### config.mk
export PLATFORM = sky130hd
export DESIGN_NAME = http_request_framer
export DESIGN_NICKNAME = d
export VERILOG_FILES = /design/src/rtl/hrf_pkg.sv /design/src/rtl/http_request_framer.sv
export VERILOG_INCLUDE_DIRS = /design/src /design/src/rtl
export SDC_FILE = /design/constraint.sdc
export NUM_CORES = 1
export LEC_CHECK = 0
export BUFFER_PORTS_ARGS = -buffer_cell sky130_fd_sc_hd__buf_4
export CORE_ASPECT_RATIO = 1.2
export CORE_MARGIN = 5
export CORE_UTILIZATION = 50
export DETAILED_ROUTE_END_ITERATION = 10
export PLACE_DENSITY = 0.67
export SLEW_MARGIN = 20
export SYNTH_ARGS = -nofsm -noshare
export SYNTH_HDL_FRONTEND = slang
export SYNTH_SLANG_ARGS = --single-unit
export TNS_END_PERCENT = 1
### constraint.sdc
create_clock -name clock -period 7.9 [get_ports clock]
set_input_delay 1.185 -clock clock [delete_from_list [all_inputs] [get_ports clock]]
set_output_delay 1.185 -clock clock [all_outputs]
set_load 0.01 [all_outputs]
### src/rtl/assert_macros.svh
// ----------------------------------------------------------------------------
// Assertion macros
// Clocked property checks included by the framer RTL.
// ----------------------------------------------------------------------------
`ifndef ASSERT_MACROS_SVH
`define ASSERT_MACROS_SVH

`ifndef ASSERT_OFF
// property must hold at every clock edge outside reset
`define ASSERT_PROP(lbl, clk, rst, prop, msg) \
   lbl: assert property (@(posedge clk) disable iff (rst) prop) else $error(msg);
// expression must never be true outside reset
`define ASSERT_NEVER(lbl, clk, rst, expr, msg) \
   lbl: assert property (@(posedge clk) disable iff (rst) !(expr)) else $error(msg);
`else
`define ASSERT_PROP(lbl, clk, rst, prop, msg)
`define ASSERT_NEVER(lbl, clk, rst, expr, msg)
`endif

`endif

### src/rtl/hrf_pkg.sv
// ----------------------------------------------------------------------------
// HTTP request framer package
// Phase codes, character constants, match strings and small lookups.
// ----------------------------------------------------------------------------
`default_nettype none

package hrf_pkg;

   localparam int unsigned LENGTH_BITS_DEF = 32;
   localparam logic [31:0] BODY_LIMIT_RESET = 32'd1048576;
   localparam int unsigned STR_W = 256;

   typedef enum logic [8:0] {
      PH_REQ   = 9'b000000001,
      PH_HKEY  = 9'b000000010,
      PH_HVAL  = 9'b000000100,
      PH_CSIZE = 9'b000001000,
      PH_CDATA = 9'b000010000,
      PH_CEND  = 9'b000100000,
      PH_BODY  = 9'b001000000,
      PH_DONE  = 9'b010000000,
      PH_FAIL  = 9'b100000000
   } phase_type;

   localparam logic [1:0] KIND_NONE = 2'd0;
   localparam logic [1:0] KIND_PATH = 2'd1;
   localparam logic [1:0] KIND_BODY = 2'd2;

   localparam logic [1:0] ERR_NONE     = 2'd0;
   localparam logic [1:0] ERR_BAD      = 2'd1;
   localparam logic [1:0] ERR_TOOLARGE = 2'd2;
   localparam logic [1:0] ERR_REQLINE  = 2'd3;

   localparam logic [1:0] METH_NONE   = 2'd0;
   localparam logic [1:0] METH_GET    = 2'd1;
   localparam logic [1:0] METH_POST   = 2'd2;
   localparam logic [1:0] METH_DELETE = 2'd3;

   localparam logic [2:0] KEY_HOST  = 3'd0;
   localparam logic [2:0] KEY_CLEN  = 3'd1;
   localparam logic [2:0] KEY_TENC  = 3'd2;
   localparam logic [2:0] KEY_CONN  = 3'd3;
   localparam logic [2:0] KEY_NONE  = 3'd4;

   // header flag bit positions
   localparam int unsigned HF_HOST    = 0;
   localparam int unsigned HF_CL      = 1;
   localparam int unsigned HF_CHUNKED = 2;
   localparam int unsigned HF_CLOSE   = 3;
   localparam int unsigned HF_CLBAD   = 4;
   localparam int unsigned HF_CLOVER  = 5;

   // value match bit positions
   localparam int unsigned VM_ALIVE = 0;
   localparam int unsigned VM_START = 1;
   localparam int unsigned VM_TRAIL = 2;
   localparam int unsigned VM_BAD   = 3;
   localparam int unsigned VM_OVER  = 4;

   localparam logic [7:0] CH_SP    = 8'h20;
   localparam logic [7:0] CH_TAB   = 8'h09;
   localparam logic [7:0] CH_LF    = 8'h0A;
   localparam logic [7:0] CH_VT    = 8'h0B;
   localparam logic [7:0] CH_FF    = 8'h0C;
   localparam logic [7:0] CH_CR    = 8'h0D;
   localparam logic [7:0] CH_COLON = 8'h3A;

   localparam logic [STR_W-1:0] STR_GET     = STR_W'("GET");
   localparam logic [STR_W-1:0] STR_POST    = STR_W'("POST");
   localparam logic [STR_W-1:0] STR_DELETE  = STR_W'("DELETE");
   localparam logic [STR_W-1:0] STR_VERSION = STR_W'("HTTP/1.1");
   localparam logic [STR_W-1:0] STR_HOST    = STR_W'("host");
   localparam logic [STR_W-1:0] STR_CLEN    = STR_W'("content-length");
   localparam logic [STR_W-1:0] STR_TENC    = STR_W'("transfer-encoding");
   localparam logic [STR_W-1:0] STR_CONN    = STR_W'("connection");
   localparam logic [STR_W-1:0] STR_CHUNKED = STR_W'("chunked");
   localparam logic [STR_W-1:0] STR_CLOSE   = STR_W'("close");

   localparam logic [4:0] LEN_VERSION = 5'd8;
   localparam logic [4:0] LEN_CHUNKED = 5'd7;
   localparam logic [4:0] LEN_CLOSE   = 5'd5;

   // character at position p of a right-aligned string of length len
   function automatic logic [7:0] str_chr(input logic [STR_W-1:0] s, input logic [4:0] len,
                                          input logic [4:0] p);
      logic [4:0] idx;
      idx = len - p - 5'd1;
      return s[{idx, 3'b000} +: 8];
   endfunction

   function automatic logic [STR_W-1:0] meth_str(input logic [1:0] i);
      case (i)
         2'd0:    return STR_GET;
         2'd1:    return STR_POST;
         default: return STR_DELETE;
      endcase
   endfunction

   function automatic logic [4:0] meth_len(input logic [1:0] i);
      case (i)
         2'd0:    return 5'd3;
         2'd1:    return 5'd4;
         default: return 5'd6;
      endcase
   endfunction

   function automatic logic [STR_W-1:0] key_str(input logic [1:0] i);
      case (i)
         2'd0:    return STR_HOST;
         2'd1:    return STR_CLEN;
         2'd2:    return STR_TENC;
         default: return STR_CONN;
      endcase
   endfunction

   function automatic logic [4:0] key_len(input logic [1:0] i);
      case (i)
         2'd0:    return 5'd4;
         2'd1:    return 5'd14;
         2'd2:    return 5'd17;
         default: return 5'd10;
      endcase
   endfunction

   // {valid, value} of a hex digit
   function automatic logic [4:0] hex_val(input logic [7:0] c);
      logic [7:0] t;
      t = 8'h00;
      if (c inside {[8'h30:8'h39]}) begin
         t = c - 8'h30;
         return {1'b1, t[3:0]};
      end else if (c inside {[8'h61:8'h66]}) begin
         t = c - 8'h57;
         return {1'b1, t[3:0]};
      end else if (c inside {[8'h41:8'h46]}) begin
         t = c - 8'h37;
         return {1'b1, t[3:0]};
      end
      return 5'd0;
   endfunction

endpackage

`default_nettype wire

### src/rtl/http_request_framer.sv
// Each result is registered and appears in the cycle after its byte is transferred in.
// Throughput: one byte per cycle unless rsp_ready stalls; the per-byte matcher
// and the x10 / x16 number accumulators lie between state and result registers.
// Reset: synchronous, active high; returns to the request line phase with
// body_limit at 1048576 and no result pending.
// ----------------------------------------------------------------------------
// HTTP request framer
// Parses an HTTP/1.1 request byte by byte, streams path and body bytes.
// ----------------------------------------------------------------------------
`default_nettype none

`include "assert_macros.svh"

module http_request_framer
   import hrf_pkg::*;
#(
   parameter int unsigned LENGTH_BITS = LENGTH_BITS_DEF
) (
   input  wire logic        clock,
   input  wire logic        reset,
   input  wire logic        req_valid,
   output logic             req_ready,
   input  wire logic [7:0]  req_data_byte,
   output logic             rsp_valid,
   input  wire logic        rsp_ready,
   output logic [1:0]       rsp_byte_kind,
   output logic [7:0]       rsp_data_out,
   output logic             rsp_finished,
   output logic             rsp_failed,
   output logic [1:0]       rsp_error_kind,
   output logic [1:0]       rsp_method_code,
   output logic             rsp_keep_alive,
   output logic [31:0]      rsp_body_count,
   input  wire logic        csr_write_enable,
   input  wire logic [31:0] csr_write_data
);

   localparam int unsigned LB    = LENGTH_BITS;
   localparam int unsigned CMP_W = (LB > 32) ? LB : 32;

   typedef struct packed {
      phase_type       phase;
      logic [1:0]      token_index;
      logic [4:0]      wmask;
      logic [4:0]      mpos;
      logic [5:0]      hflags;
      logic [LB-1:0]   number;
      logic [LB-1:0]   content_length;
      logic [LB-1:0]   chunk_remaining;
      logic [1:0]      err;
      logic [1:0]      method;
      logic            in_token;
      logic [2:0]      key_sel;
      logic [1:0]      kind;
      logic [7:0]      data;
   } st_type;

   st_type       st_ff, st_in;
   logic         pcr_ff, pcr_in;
   logic [31:0]  bc_ff, bc_in;
   logic [31:0]  limit_ff;
   logic         done;
   logic         accept;

   logic         rsp_valid_ff;
   logic [1:0]   kind_ff;
   logic [7:0]   data_ff;
   logic         finished_ff, failed_ff, keep_ff;
   logic [1:0]   err_ff, meth_ff;
   logic [31:0]  count_ff;

   function automatic st_type fail_with(input st_type s, input logic [1:0] code);
      s.phase = PH_FAIL;
      s.err   = code;
      return s;
   endfunction

   function automatic st_type bump(input st_type s);
      if (s.mpos != 5'd31) s.mpos = s.mpos + 5'd1;
      return s;
   endfunction

   function automatic st_type start_key(input st_type s);
      s.phase = PH_HKEY;
      s.mpos  = 5'd0;
      s.wmask = 5'd15;
      return s;
   endfunction

   function automatic st_type end_token(input st_type s);
      logic bad;
      bad = 1'b0;
      s.in_token = 1'b0;
      if (s.token_index == 2'd0) begin
         if (s.wmask[0] && s.mpos == meth_len(2'd0)) s.method = METH_GET;
         else if (s.wmask[1] && s.mpos == meth_len(2'd1)) s.method = METH_POST;
         else if (s.wmask[2] && s.mpos == meth_len(2'd2)) s.method = METH_DELETE;
         if (s.method == METH_NONE) bad = 1'b1;
      end else if (s.token_index == 2'd2) begin
         if (!(s.wmask[0] && s.mpos == LEN_VERSION)) bad = 1'b1;
      end
      if (bad) begin
         s = fail_with(s, ERR_REQLINE);
      end else if (s.token_index != 2'd3) begin
         s.token_index = s.token_index + 2'd1;
      end
      return s;
   endfunction

   function automatic st_type rl_byte(input st_type s, input logic [7:0] c);
      if (c == CH_SP || c == CH_TAB || c == CH_LF || c == CH_VT || c == CH_FF || c == CH_CR) begin
         if (s.in_token) s = end_token(s);
      end else begin
         if (!s.in_token) begin
            s.in_token = 1'b1;
            s.mpos     = 5'd0;
            s.wmask    = (s.token_index == 2'd0) ? 5'd7 : ((s.token_index == 2'd2) ? 5'd1 : 5'd0);
         end
         if (s.token_index == 2'd0) begin
            for (int i = 0; i < 3; i++) begin
               if (s.wmask[i] && (s.mpos >= meth_len(2'(i)) ||
                   str_chr(meth_str(2'(i)), meth_len(2'(i)), s.mpos) != c))
                  s.wmask[i] = 1'b0;
            end
         end else if (s.token_index == 2'd2) begin
            if (s.wmask[0] && (s.mpos >= LEN_VERSION ||
                str_chr(STR_VERSION, LEN_VERSION, s.mpos) != c))
               s.wmask = 5'd0;
         end else if (s.token_index == 2'd1) begin
            s.kind = KIND_PATH;
            s.data = c;
         end
         s = bump(s);
      end
      return s;
   endfunction

   function automatic st_type key_byte(input st_type s, input logic [7:0] c);
      logic [7:0] lc;
      lc = (c inside {[8'h41:8'h5A]}) ? c + 8'd32 : c;
      if (c == CH_COLON) begin
         s.key_sel = KEY_NONE;
         for (int i = 0; i < 4; i++) begin
            if (s.wmask[i] && s.mpos == key_len(2'(i))) s.key_sel = 3'(i);
         end
         s.phase  = PH_HVAL;
         s.wmask  = 5'd1;
         s.mpos   = 5'd0;
         s.number = '0;
      end else begin
         for (int i = 0; i < 4; i++) begin
            if (s.wmask[i] && (s.mpos >= key_len(2'(i)) ||
                str_chr(key_str(2'(i)), key_len(2'(i)), s.mpos) != lc))
               s.wmask[i] = 1'b0;
         end
         s = bump(s);
      end
      return s;
   endfunction

   function automatic st_type val_byte(input st_type s, input logic [7:0] c);
      logic [LB+3:0]    prod;
      logic [STR_W-1:0] t;
      logic [4:0]       tl;
      logic [7:0]       d;
      d = c - 8'h30;
      prod = ({4'd0, s.number} << 3) + ({4'd0, s.number} << 1) + (LB+4)'(d[3:0]);
      t  = (s.key_sel == KEY_TENC) ? STR_CHUNKED : STR_CLOSE;
      tl = (s.key_sel == KEY_TENC) ? LEN_CHUNKED : LEN_CLOSE;
      if (s.key_sel != KEY_HOST && s.key_sel < KEY_NONE) begin
         if (c == CH_SP || c == CH_TAB) begin
            if (s.wmask[VM_START]) s.wmask[VM_TRAIL] = 1'b1;
         end else begin
            if (s.wmask[VM_TRAIL]) begin
               s.wmask[VM_BAD]   = 1'b1;
               s.wmask[VM_ALIVE] = 1'b0;
            end
            s.wmask[VM_START] = 1'b1;
            if (s.key_sel == KEY_CLEN) begin
               if (c inside {[8'h30:8'h39]}) begin
                  if (prod[LB+3:LB] != 4'd0) s.wmask[VM_OVER] = 1'b1;
                  else s.number = prod[LB-1:0];
               end else begin
                  s.wmask[VM_BAD] = 1'b1;
               end
            end else begin
               if (s.wmask[VM_ALIVE] && (s.mpos >= tl || str_chr(t, tl, s.mpos) != c))
                  s.wmask[VM_ALIVE] = 1'b0;
               s = bump(s);
            end
         end
      end
      return s;
   endfunction

   function automatic st_type csize_byte(input st_type s, input logic [7:0] c);
      logic [4:0] h;
      logic       skip;
      h = hex_val(c);
      skip = 1'b0;
      if (s.mpos == 5'd0) begin
         if (c == CH_SP || c == CH_TAB) skip = 1'b1;
         else s.mpos = h[4] ? 5'd1 : 5'd3;
      end else if (s.mpos == 5'd1) begin
         if (!h[4]) s.mpos = 5'd2;
      end else begin
         skip = 1'b1;
      end
      if (!skip && s.mpos == 5'd1) begin
         if (s.number[LB-1:LB-4] != 4'd0) s.wmask[0] = 1'b1;
         else s.number = {s.number[LB-5:0], h[3:0]};
      end
      return s;
   endfunction

   function automatic st_type line_content(input st_type s, input logic [7:0] c);
      case (s.phase)
         PH_REQ:  s = rl_byte(s, c);
         PH_HKEY: s = key_byte(s, c);
         PH_HVAL: s = val_byte(s, c);
         default: s = csize_byte(s, c);
      endcase
      return s;
   endfunction

   function automatic st_type end_headers(input st_type s, input logic [31:0] lim);
      if (!s.hflags[HF_HOST]) begin
         s = fail_with(s, ERR_BAD);
      end else if (s.hflags[HF_CL] && s.hflags[HF_CLBAD]) begin
         s = fail_with(s, ERR_BAD);
      end else if (s.hflags[HF_CL] && (s.hflags[HF_CLOVER] ||
                   CMP_W'(s.content_length) > CMP_W'(lim))) begin
         s = fail_with(s, ERR_TOOLARGE);
      end else if (s.hflags[HF_CHUNKED]) begin
         s.phase  = PH_CSIZE;
         s.mpos   = 5'd0;
         s.wmask  = 5'd0;
         s.number = '0;
      end else if (s.hflags[HF_CL]) begin
         s.chunk_remaining = s.content_length;
         s.phase = (s.content_length == '0) ? PH_DONE : PH_BODY;
      end else begin
         s.phase = PH_DONE;
      end
      return s;
   endfunction

   function automatic st_type line_end(input st_type s, input logic [31:0] lim);
      logic hit;
      hit = 1'b0;
      case (s.phase)
         PH_REQ: begin
            if (s.in_token) s = end_token(s);
            if (s.phase == PH_REQ) begin
               if (s.token_index != 2'd3) s = fail_with(s, ERR_REQLINE);
               else s = start_key(s);
            end
         end
         PH_HKEY: begin
            if (s.mpos == 5'd0) s = end_headers(s, lim);
            else s = start_key(s);
         end
         PH_HVAL: begin
            if (s.key_sel == KEY_HOST) begin
               s.hflags[HF_HOST] = 1'b1;
            end else if (s.key_sel == KEY_CLEN) begin
               s.hflags[HF_CL]     = 1'b1;
               s.hflags[HF_CLBAD]  = s.wmask[VM_BAD] || !s.wmask[VM_START];
               s.hflags[HF_CLOVER] = s.wmask[VM_OVER];
               s.content_length    = s.number;
            end else if (s.key_sel == KEY_TENC) begin
               hit = s.wmask[VM_ALIVE] && s.mpos == LEN_CHUNKED;
               s.hflags[HF_CHUNKED] = hit;
            end else if (s.key_sel == KEY_CONN) begin
               hit = s.wmask[VM_ALIVE] && s.mpos == LEN_CLOSE;
               s.hflags[HF_CLOSE] = hit;
            end
            s = start_key(s);
         end
         default: begin
            if (s.mpos == 5'd0 || s.mpos == 5'd3 || s.wmask[0]) begin
               s = fail_with(s, ERR_BAD);
            end else if (s.number == '0) begin
               s.phase = PH_DONE;
            end else begin
               s.chunk_remaining = s.number;
               s.phase = PH_CDATA;
            end
         end
      endcase
      return s;
   endfunction

   assign accept    = req_valid && req_ready;
   assign req_ready = !rsp_valid_ff || rsp_ready;

   always_comb begin
      st_in      = st_ff;
      st_in.kind = KIND_NONE;
      st_in.data = 8'h00;
      pcr_in     = pcr_ff;
      bc_in      = bc_ff;
      done       = 1'b0;
      if (st_ff.phase inside {PH_REQ, PH_HKEY, PH_HVAL, PH_CSIZE}) begin
         if (pcr_ff) begin
            pcr_in = 1'b0;
            if (req_data_byte == CH_LF) begin
               st_in = line_end(st_in, limit_ff);
               done  = 1'b1;
            end else if (st_in.phase != PH_REQ) begin
               st_in = line_content(st_in, CH_CR);
            end
         end
         if (!done) begin
            if (req_data_byte == CH_CR) begin
               if (st_in.phase == PH_REQ) st_in = rl_byte(st_in, req_data_byte);
               pcr_in = 1'b1;
            end else begin
               st_in = line_content(st_in, req_data_byte);
            end
         end
      end else begin
         case (st_ff.phase)
            PH_CDATA: begin
               if (bc_ff >= limit_ff) begin
                  st_in = fail_with(st_in, ERR_TOOLARGE);
               end else begin
                  st_in.kind = KIND_BODY;
                  st_in.data = req_data_byte;
                  bc_in = bc_ff + 32'd1;
                  st_in.chunk_remaining = st_ff.chunk_remaining - LB'(1);
                  if (st_in.chunk_remaining == '0) begin
                     st_in.phase = PH_CEND;
                     st_in.mpos  = 5'd0;
                  end
               end
            end
            PH_CEND: begin
               if (st_ff.mpos == 5'd0) begin
                  if (req_data_byte == CH_CR) st_in.mpos = 5'd1;
                  else st_in = fail_with(st_in, ERR_BAD);
               end else if (req_data_byte == CH_LF) begin
                  st_in.phase  = PH_CSIZE;
                  st_in.mpos   = 5'd0;
                  st_in.wmask  = 5'd0;
                  st_in.number = '0;
               end else begin
                  st_in = fail_with(st_in, ERR_BAD);
               end
            end
            PH_BODY: begin
               st_in.kind = KIND_BODY;
               st_in.data = req_data_byte;
               if (bc_ff != 32'hFFFF_FFFF) bc_in = bc_ff + 32'd1;
               st_in.chunk_remaining = st_ff.chunk_remaining - LB'(1);
               if (st_in.chunk_remaining == '0) st_in.phase = PH_DONE;
            end
            default: ;
         endcase
      end
   end

   always_ff @(posedge clock) begin
      if (reset) begin
         st_ff.phase           <= PH_REQ;
         st_ff.token_index     <= 2'd0;
         st_ff.wmask           <= 5'h1F;
         st_ff.mpos            <= 5'd0;
         st_ff.hflags          <= 6'd0;
         st_ff.number          <= '0;
         st_ff.content_length  <= '0;
         st_ff.chunk_remaining <= '0;
         st_ff.err             <= ERR_NONE;
         st_ff.method          <= METH_NONE;
         st_ff.in_token        <= 1'b0;
         st_ff.key_sel         <= KEY_NONE;
         st_ff.kind            <= KIND_NONE;
         st_ff.data            <= 8'h00;
         pcr_ff                <= 1'b0;
         bc_ff                 <= 32'd0;
         rsp_valid_ff          <= 1'b0;
      end else begin
         if (accept) begin
            st_ff  <= st_in;
            pcr_ff <= pcr_in;
            bc_ff  <= bc_in;
         end
         if (accept) rsp_valid_ff <= 1'b1;
         else if (rsp_ready) rsp_valid_ff <= 1'b0;
      end
   end

   always_ff @(posedge clock) begin
      if (reset) begin
         limit_ff <= BODY_LIMIT_RESET;
      end else if (csr_write_enable) begin
         limit_ff <= csr_write_data;
      end
   end

   always_ff @(posedge clock) begin
      if (accept) begin
         kind_ff     <= st_in.kind;
         data_ff     <= st_in.data;
         finished_ff <= (st_in.phase == PH_DONE);
         failed_ff   <= (st_in.phase == PH_FAIL);
         err_ff      <= st_in.err;
         meth_ff     <= st_in.method;
         keep_ff     <= !st_in.hflags[HF_CLOSE];
         count_ff    <= bc_in;
      end
   end

   assign rsp_valid       = rsp_valid_ff;
   assign rsp_byte_kind   = kind_ff;
   assign rsp_data_out    = data_ff;
   assign rsp_finished    = finished_ff;
   assign rsp_failed      = failed_ff;
   assign rsp_error_kind  = err_ff;
   assign rsp_method_code = meth_ff;
   assign rsp_keep_alive  = keep_ff;
   assign rsp_body_count  = count_ff;

   `ASSERT_NEVER(a_done_and_fail, clock, reset, rsp_valid && rsp_finished && rsp_failed, "finished and failed together")
   `ASSERT_PROP(a_fail_has_code, clock, reset, (rsp_valid && rsp_failed) |-> (rsp_error_kind != ERR_NONE), "failure without error code")
   `ASSERT_PROP(a_fail_sticks, clock, reset, (st_ff.phase == PH_FAIL) |=> (st_ff.phase == PH_FAIL), "left failed phase")
   `ASSERT_PROP(a_done_sticks, clock, reset, (st_ff.phase == PH_DONE) |=> (st_ff.phase == PH_DONE), "left finished phase")
   `ASSERT_PROP(a_body_counted, clock, reset, (rsp_valid && rsp_byte_kind == KIND_BODY) |-> (rsp_body_count != 32'd0), "body byte not counted")

endmodule

`default_nettype wire
==> results of run 1 <==
-- tightest hold or removal path: stages, from the launching register on --
cell and delay (ns):
dfxtp_1 0.31, nand2_1 0.05, a21oi_1 0.05
-- area by class of cell --
cell class / count / area [sq um] / area share, %
Inverter: 104 / 390.4 / 1.674
Tap cell: 546 / 683.2 / 2.929
Multi-Input combinational cell: 2275 / 14780 / 63.38
Clock inverter: 14 / 112.6 / 0.4829
Timing Repair Buffer: 159 / 1194 / 5.119
Sequential cell: 246 / 5415 / 23.22
Clock buffer: 35 / 745.7 / 3.198
-- stage by stage --
step,instances,util [%]
finish,3379,55.71
global route,3379,55.71
CTS,3379,55.71
detailed placement,3330,53.66
global placement,3330,53.64
floorplan,2790,-
-- synth_stat cells (10+ instances only) --
master	number
inv_1	97
nand2_1	278
xnor2_1	71
o21ai_0	184
mux2i_1	46
nor4_1	49
a21o_1	53
nor2_1	298
nor2b_1	22
o211ai_1	22
a311oi_1	10
a21oi_1	215
clkbuf_1	132
edfxtp_1	49
o31ai_1	17
nand3_1	113
a211oi_1	19
dfxtp_1	197
and3_1	19
o32ai_1	24
nand4_1	49
xor2_1	35
a221oi_1	10
a22oi_1	93
a31oi_1	49
nor3_1	67
or3_1	26
and2_1	41
o22ai_1	24
ha_1	194
nand2b_1	24
buf_2	16
-- worst paths after layout --
path	slack, ns	to	startpoint	depth (start not counted)
max	0.59	st_ff[108]$_SDFFE_PP0P_	limit_ff[30]$_SDFFE_PP0P_	26
min	0.46	st_ff[119]$_SDFFE_PP0P_	st_ff[119]$_SDFFE_PP0P_	2
min reg2reg	0.46	st_ff[119]$_SDFFE_PP0P_	st_ff[119]$_SDFFE_PP0P_	2
max reg2reg	0.59	st_ff[108]$_SDFFE_PP0P_	limit_ff[30]$_SDFFE_PP0P_	26
-- metal layers --
| metal | wire (um) | up-vias |
|---|---|---|
| li1 | - | 10420 |
| met2 | 37980 | 1187 |
| met1 | 31970 | 10770 |
| met3 | 6666 | 313 |
| met4 | 5234 | 0 |
| met5 | 0 | - |
-- sequential cells by signal, indices dropped and copies added (netlist names) --
register / cells
rsp_keep_alive: 1
rsp_body_count: 32
st_ff: 131
rsp_valid: 1
rsp_finished: 1
bc_ff: 32
rsp_error_kind: 2
rsp_byte_kind: 2
limit_ff: 32
rsp_data_out: 8
pcr_ff: 1
rsp_method_code: 2
rsp_failed: 1
-- power breakdown --
part           leakage (nW)  switching [W]  internal [W]
combinational          6.90       0.000674      0.000342
clock                 0.425       0.000571      0.000677
sequential             2.09      0.0000419       0.00132
-- kinds of logic (layout without fill, tap and decap cells) --
family	Yosys count	count (layout)	synth area share, %
muxes	52	52	2.538
and+or+nand+nor	1064	1064	24.34
DFF	246	246	25.49
adders and majority gates	197	197	11.71
buffers and inverters	269	312	5.105
AOI/OAI and AO/OA	855	855	26.38
xor gates and xnor gates	107	107	4.446
==> metrics.yaml, run 1 <==
finish:
  final_nets: 3055
  final_layout_size_suffix_gt1_share_pct: 9.707
  final_cell_mix: "nor2_1, nand2_1, a21oi_1"
  diodes: 0
  nFillCells: 3980
  mostFrequentLayoutCell: "nor2_1"
  final_area_sq_um: 23320
  area_delta_synth_final_pct: 9.752
timing:
  skew_ns: 0.01857
  fin_crit_sh_pct: 92.59
  finalCriticalPeriod_ns: 7.314
  worst_slack_ns: 0.5857
  tns_ns: 0
  slew_violations: 0
  worst_pin_slew_ns: 1.121
  finalSetupViolations: 0
  relSlewSlack_pct: 24.70
  fmax_mhz: 136.7
  whs_ns: 0.4610
  hold_viol: 0
  grt_setup_unrepaired: "false"
min_path:
  hold_class: "flop to flop"
grt:
  grt_use_met3_pct: 5.196
  gr-total-overflow: 0
  first_global_vias: 21670
  grtUsageMet2_pct: 54.64
  use_met1_pct: 41.70
  grt_pass1_wl_um: 125100
  top_usage_layer: "met2"
  antenna_found_initial: 1
  grt_use_total_pct: 33.28
  grt_max_degree: 88
power_and_ir_drop:
  peakVddDrop_uv: 162.3
  p_total_w: 0.003625
  p_leak_nw: 9.409
  power_density_nw_per_um2: 155.5
cts:
  cts_tree: "yes"
  cts_root_buf: "clkbuf_16"
  ctsResizeCount: 0
  clk_pin_slew_ns: 0.07
  clock_latency_ns: 0.57
  cts_buffer_depth: 3
  holdBufCountCts: 0
  cts_buffers: 27
  htree_levels: 1
  clkSinkCount: 246
  post_cts_buffers: 0
place:
  place_congestion: 1.031
  hpwl_um: 61990
  pre_cts_ws_ns: 0.4567
  dpl-instance-area_sq_um: 22460
  portBuffers: 95
synth:
  synthFlopType: "dfxtp_1"
  ys_seq_area_share_pct: 25.49
  synth_cells: 2790
  ys_top_cells_by_area: "dfxtp_1, ha_1, edfxtp_1"
  syn_avg_cell_area_sq_um: 7.616
  synthesis.area_sq_um: 21250
  syn-num-nets: 3032
  synth-edff-count: 49
  synthArstFlopShare_pct: 0
  yosys_register_bits: 246
  synth_top_area_share_pct: 18.56
  synth.largest_area_cell: "dfxtp_1"
  synth_warnings: 0
  yosysUniqueCellTypes: 106
floorplanning:
  dieWidth_um: 198.2
  start_util_pct: 50.76
  die_area_sq_um: 46740
  ios: 96
  core_area_sq_um: 41860
  placementRows: 82
  die_h_um: 235.8
drt:
  vias: 22680
  drc: 0
  wire_per_inst_um: 24.22
  ant_nets: 0
  via_per_inst: 6.713
  drtPass1Iterations: 8
  drt_iter0_drc: 2305
  drt_wl_total_um: 81840
critical_path:
  cpMostUsedCell: "a21oi_1"
  arrival_ns: 7.78
  cp_max_fo: 22
  path_delay_family: "compound AO/OA/AOI/OAI gates"
  startpoint_type: "flop"
  cp_slowest_cell: "a211o_1"
  max_stage_delay_ns: 0.70
  crit_required_ns: 8.36
  cp_num_buf_inv: 2
  critical_path_class: "flop to flop"
  endpoint_kind: "flop"
outcome:
  status: "finished clean"
run:
  maxCapViolCount: 0
(Power assumes the default switching activity.)
==> run 2: changes to the inputs <==
--- a/config.mk
+++ b/config.mk
@@ -12,6 +12,7 @@
 export CORE_UTILIZATION = 50
 export DETAILED_ROUTE_END_ITERATION = 10
 export PLACE_DENSITY = 0.67
+export RECOVER_POWER = 100
 export SLEW_MARGIN = 20
 export SYNTH_ARGS = -nofsm -noshare
 export SYNTH_HDL_FRONTEND = slang
==> metrics.yaml, run 2 (synthesis results as in run 1) <==
outcome:
  status: "finished, violations left"
  violations: "capacitance limit, slew limit"
timing:
  tns_ns: 0  # unchanged
  fmax_mhz: 130.6  # -4.5%
  grt_setup_unrepaired: "false"
  relSlewSlack_pct: -164.1  # -190 points
  hold_viol: 0  # unchanged
  worst_pin_slew_ns: 3.961  # +2.840 ns
  finalCriticalPeriod_ns: 7.655  # +0.3409 ns
  finalSetupViolations: 0  # unchanged
  skew_ns: 0.01497  # -0.003602 ns
  fin_crit_sh_pct: 96.90  # +4.3 points
  slew_violations: 363  # +363
finish:
  final_nets: 3055  # unchanged
  multi_input_area_sq_um: 14740  # -0.27%
  mostFrequentLayoutCell: "nor2_1"
  seq_area_sq_um: 5415  # unchanged
  final_cell_mix: "nor2_1, nand2_1, a21oi_1"
  final_layout_size_suffix_gt1_share_pct: 7.060  # -2.6 points
  nFillCells: 4050  # +1.8%
  area_delta_synth_final_pct: 8.421
  largest_register_ffs: 131  # unchanged
  final_area_sq_um: 23040  # -1.2%
  regMostFlops: "st_ff"
power_and_ir_drop:
  peakVddDrop_uv: 161.7  # -0.36%
  power_density_nw_per_um2: 156.6  # +0.72%
  p_leak_nw: 9.158  # -2.7%
cts:
  cts_root_buf: "clkbuf_16"
  ctsResizeCount: 0  # unchanged
  cts_tree: "yes"
  clkSinkCount: 246  # unchanged
  clk_pin_slew_ns: 0.06  # about the same
  cts_buffers: 27  # unchanged
  htree_levels: 1  # unchanged
  holdBufCountCts: 0  # unchanged
  cts_buffer_depth: 3  # unchanged
  clock_latency_ns: 0.56  # about the same
  post_cts_buffers: 0  # unchanged
critical_path:
  startpoint_type: "input port"
  cp_max_fo: 18  # -18%
  critical_path.cell_chain: "buf_4 > inv_1 > ha_1 > and3b_1 > nand3_1 > clkbuf_1 > nor2_1 > and4_1 > a211oi_4 > inv_1 > ha_1 > and2_0 > ha_1 > nand2_1 > nor2_1 > a41oi_2 > nor2_1 > o21ai_0 > nor2_2 > o21ai_1 > a22oi_1 > o21ai_0"
  crit_required_ns: 8.37  # about the same
  max_stage_delay_ns: 0.82  # +0.12 ns
  critical_path_class: "input port to flop"
  cp_slowest_cell: "clkbuf_1"
  endpoint_kind: "flop"
  arrival_ns: 8.13  # +0.35 ns
grt:
  grt_use_total_pct: 33.28  # unchanged
  first_global_vias: 21670  # unchanged
  gr-total-overflow: 0  # unchanged
  grt_pass1_wl_um: 125100  # unchanged
  antenna_found_initial: 1  # unchanged
  grt_max_degree: 88  # unchanged
floorplanning:
  start_util_pct: 50.76  # unchanged
  core_area_sq_um: 41860  # unchanged
  placementRows: 82  # unchanged
  dieWidth_um: 198.2  # unchanged
  die_area_sq_um: 46740  # unchanged
  die_h_um: 235.8  # unchanged
  ios: 96  # unchanged
run:
  maxCapViolCount: 7  # +7
drt:
  drt_wl_total_um: 81930  # +0.11%
  ant_nets: 0  # unchanged
  drt_iter0_drc: 2284  # -0.91%
  via_per_inst: 6.721  # +0.13%
  wire_per_inst_um: 24.23  # about the same
  drc: 0  # unchanged
  drtPass1Iterations: 6  # -2
  vias: 22730  # +0.19%
place:
  hpwl_um: 61990  # unchanged
  place_congestion: 1.031  # unchanged
  dpl-instance-area_sq_um: 22460  # unchanged
  portBuffers: 95  # unchanged
min_path:
  hold_class: "flop to flop"
==> run 2: path summary, 6_finish.rpt <==
| check | startpoint | slack [ns] | cells after the start | end |
|---|---|---|---|---|
| hold reg to reg | st_ff[119]$_SDFFE_PP0P_ | 0.45 | 2 | st_ff[119]$_SDFFE_PP0P_ |
| setup / recovery | req_data_byte[0] | 0.24 | 22 | st_ff[97]$_SDFFE_PP0P_ |
| setup reg to reg | limit_ff[30]$_SDFFE_PP0P_ | 0.61 | 26 | st_ff[108]$_SDFFE_PP0P_ |
| hold / removal | st_ff[119]$_SDFFE_PP0P_ | 0.45 | 2 | st_ff[119]$_SDFFE_PP0P_ |
==> run 2: power by group <==
part	total (W)	internal, W	leakage (nW)	switching (W)
clock	0.00125	0.000677	0.425	0.000569
combinational	0.00100	0.000328	6.65	0.000671
sequential	0.00136	0.00132	2.09	0.0000414
==> run 2: final cells by class <==
cell class	instances	area share, %
Multi-Input combinational cell	2275	63.98
Sequential cell	246	23.51
Timing Repair Buffer	159	4.106
Clock buffer	35	3.237
Tap cell	546	2.965
Inverter	104	1.695
Clock inverter	14	0.4888
Antenna cell	2	0.02172
==> run 2: worst max-delay path, delay by kind of cell <==
kind	cells	cell delay (ns)
AO/OA/AOI/OAI	6	2.44
AND/OR/NAND/NOR	9	1.81
buffers and inverters	4	1.73
adder cells (fa/ha/maj)	3	0.94
==> run 2: per-layer routing <==
| metal | routed length, um | GRT usage, % |
|---|---|---|
| met5 | 0 | 0 |
| met4 | 5407 | 18.08 |
| met3 | 6956 | 5.196 |
| met2 | 37780 | 54.64 |
| met1 | 31790 | 41.70 |
==> run 2: per-stage QoR <==
stage                     hold WS [ns]  cells  util [%]  power (W)  worst slack [ns]
after CTS                       0.4554   3379     55.71   0.003607            0.7181
after detailed placement        0.4482   3330     53.66   0.002370            0.4567
after global routing            0.4805   3379     55.02   0.003742          0.009768
after global placement          0.4469   3330     53.64   0.002358            0.6405
after floorplan                 0.4321   2790         -   0.002045             1.099
final                           0.4529   3381     55.03   0.003607            0.2448
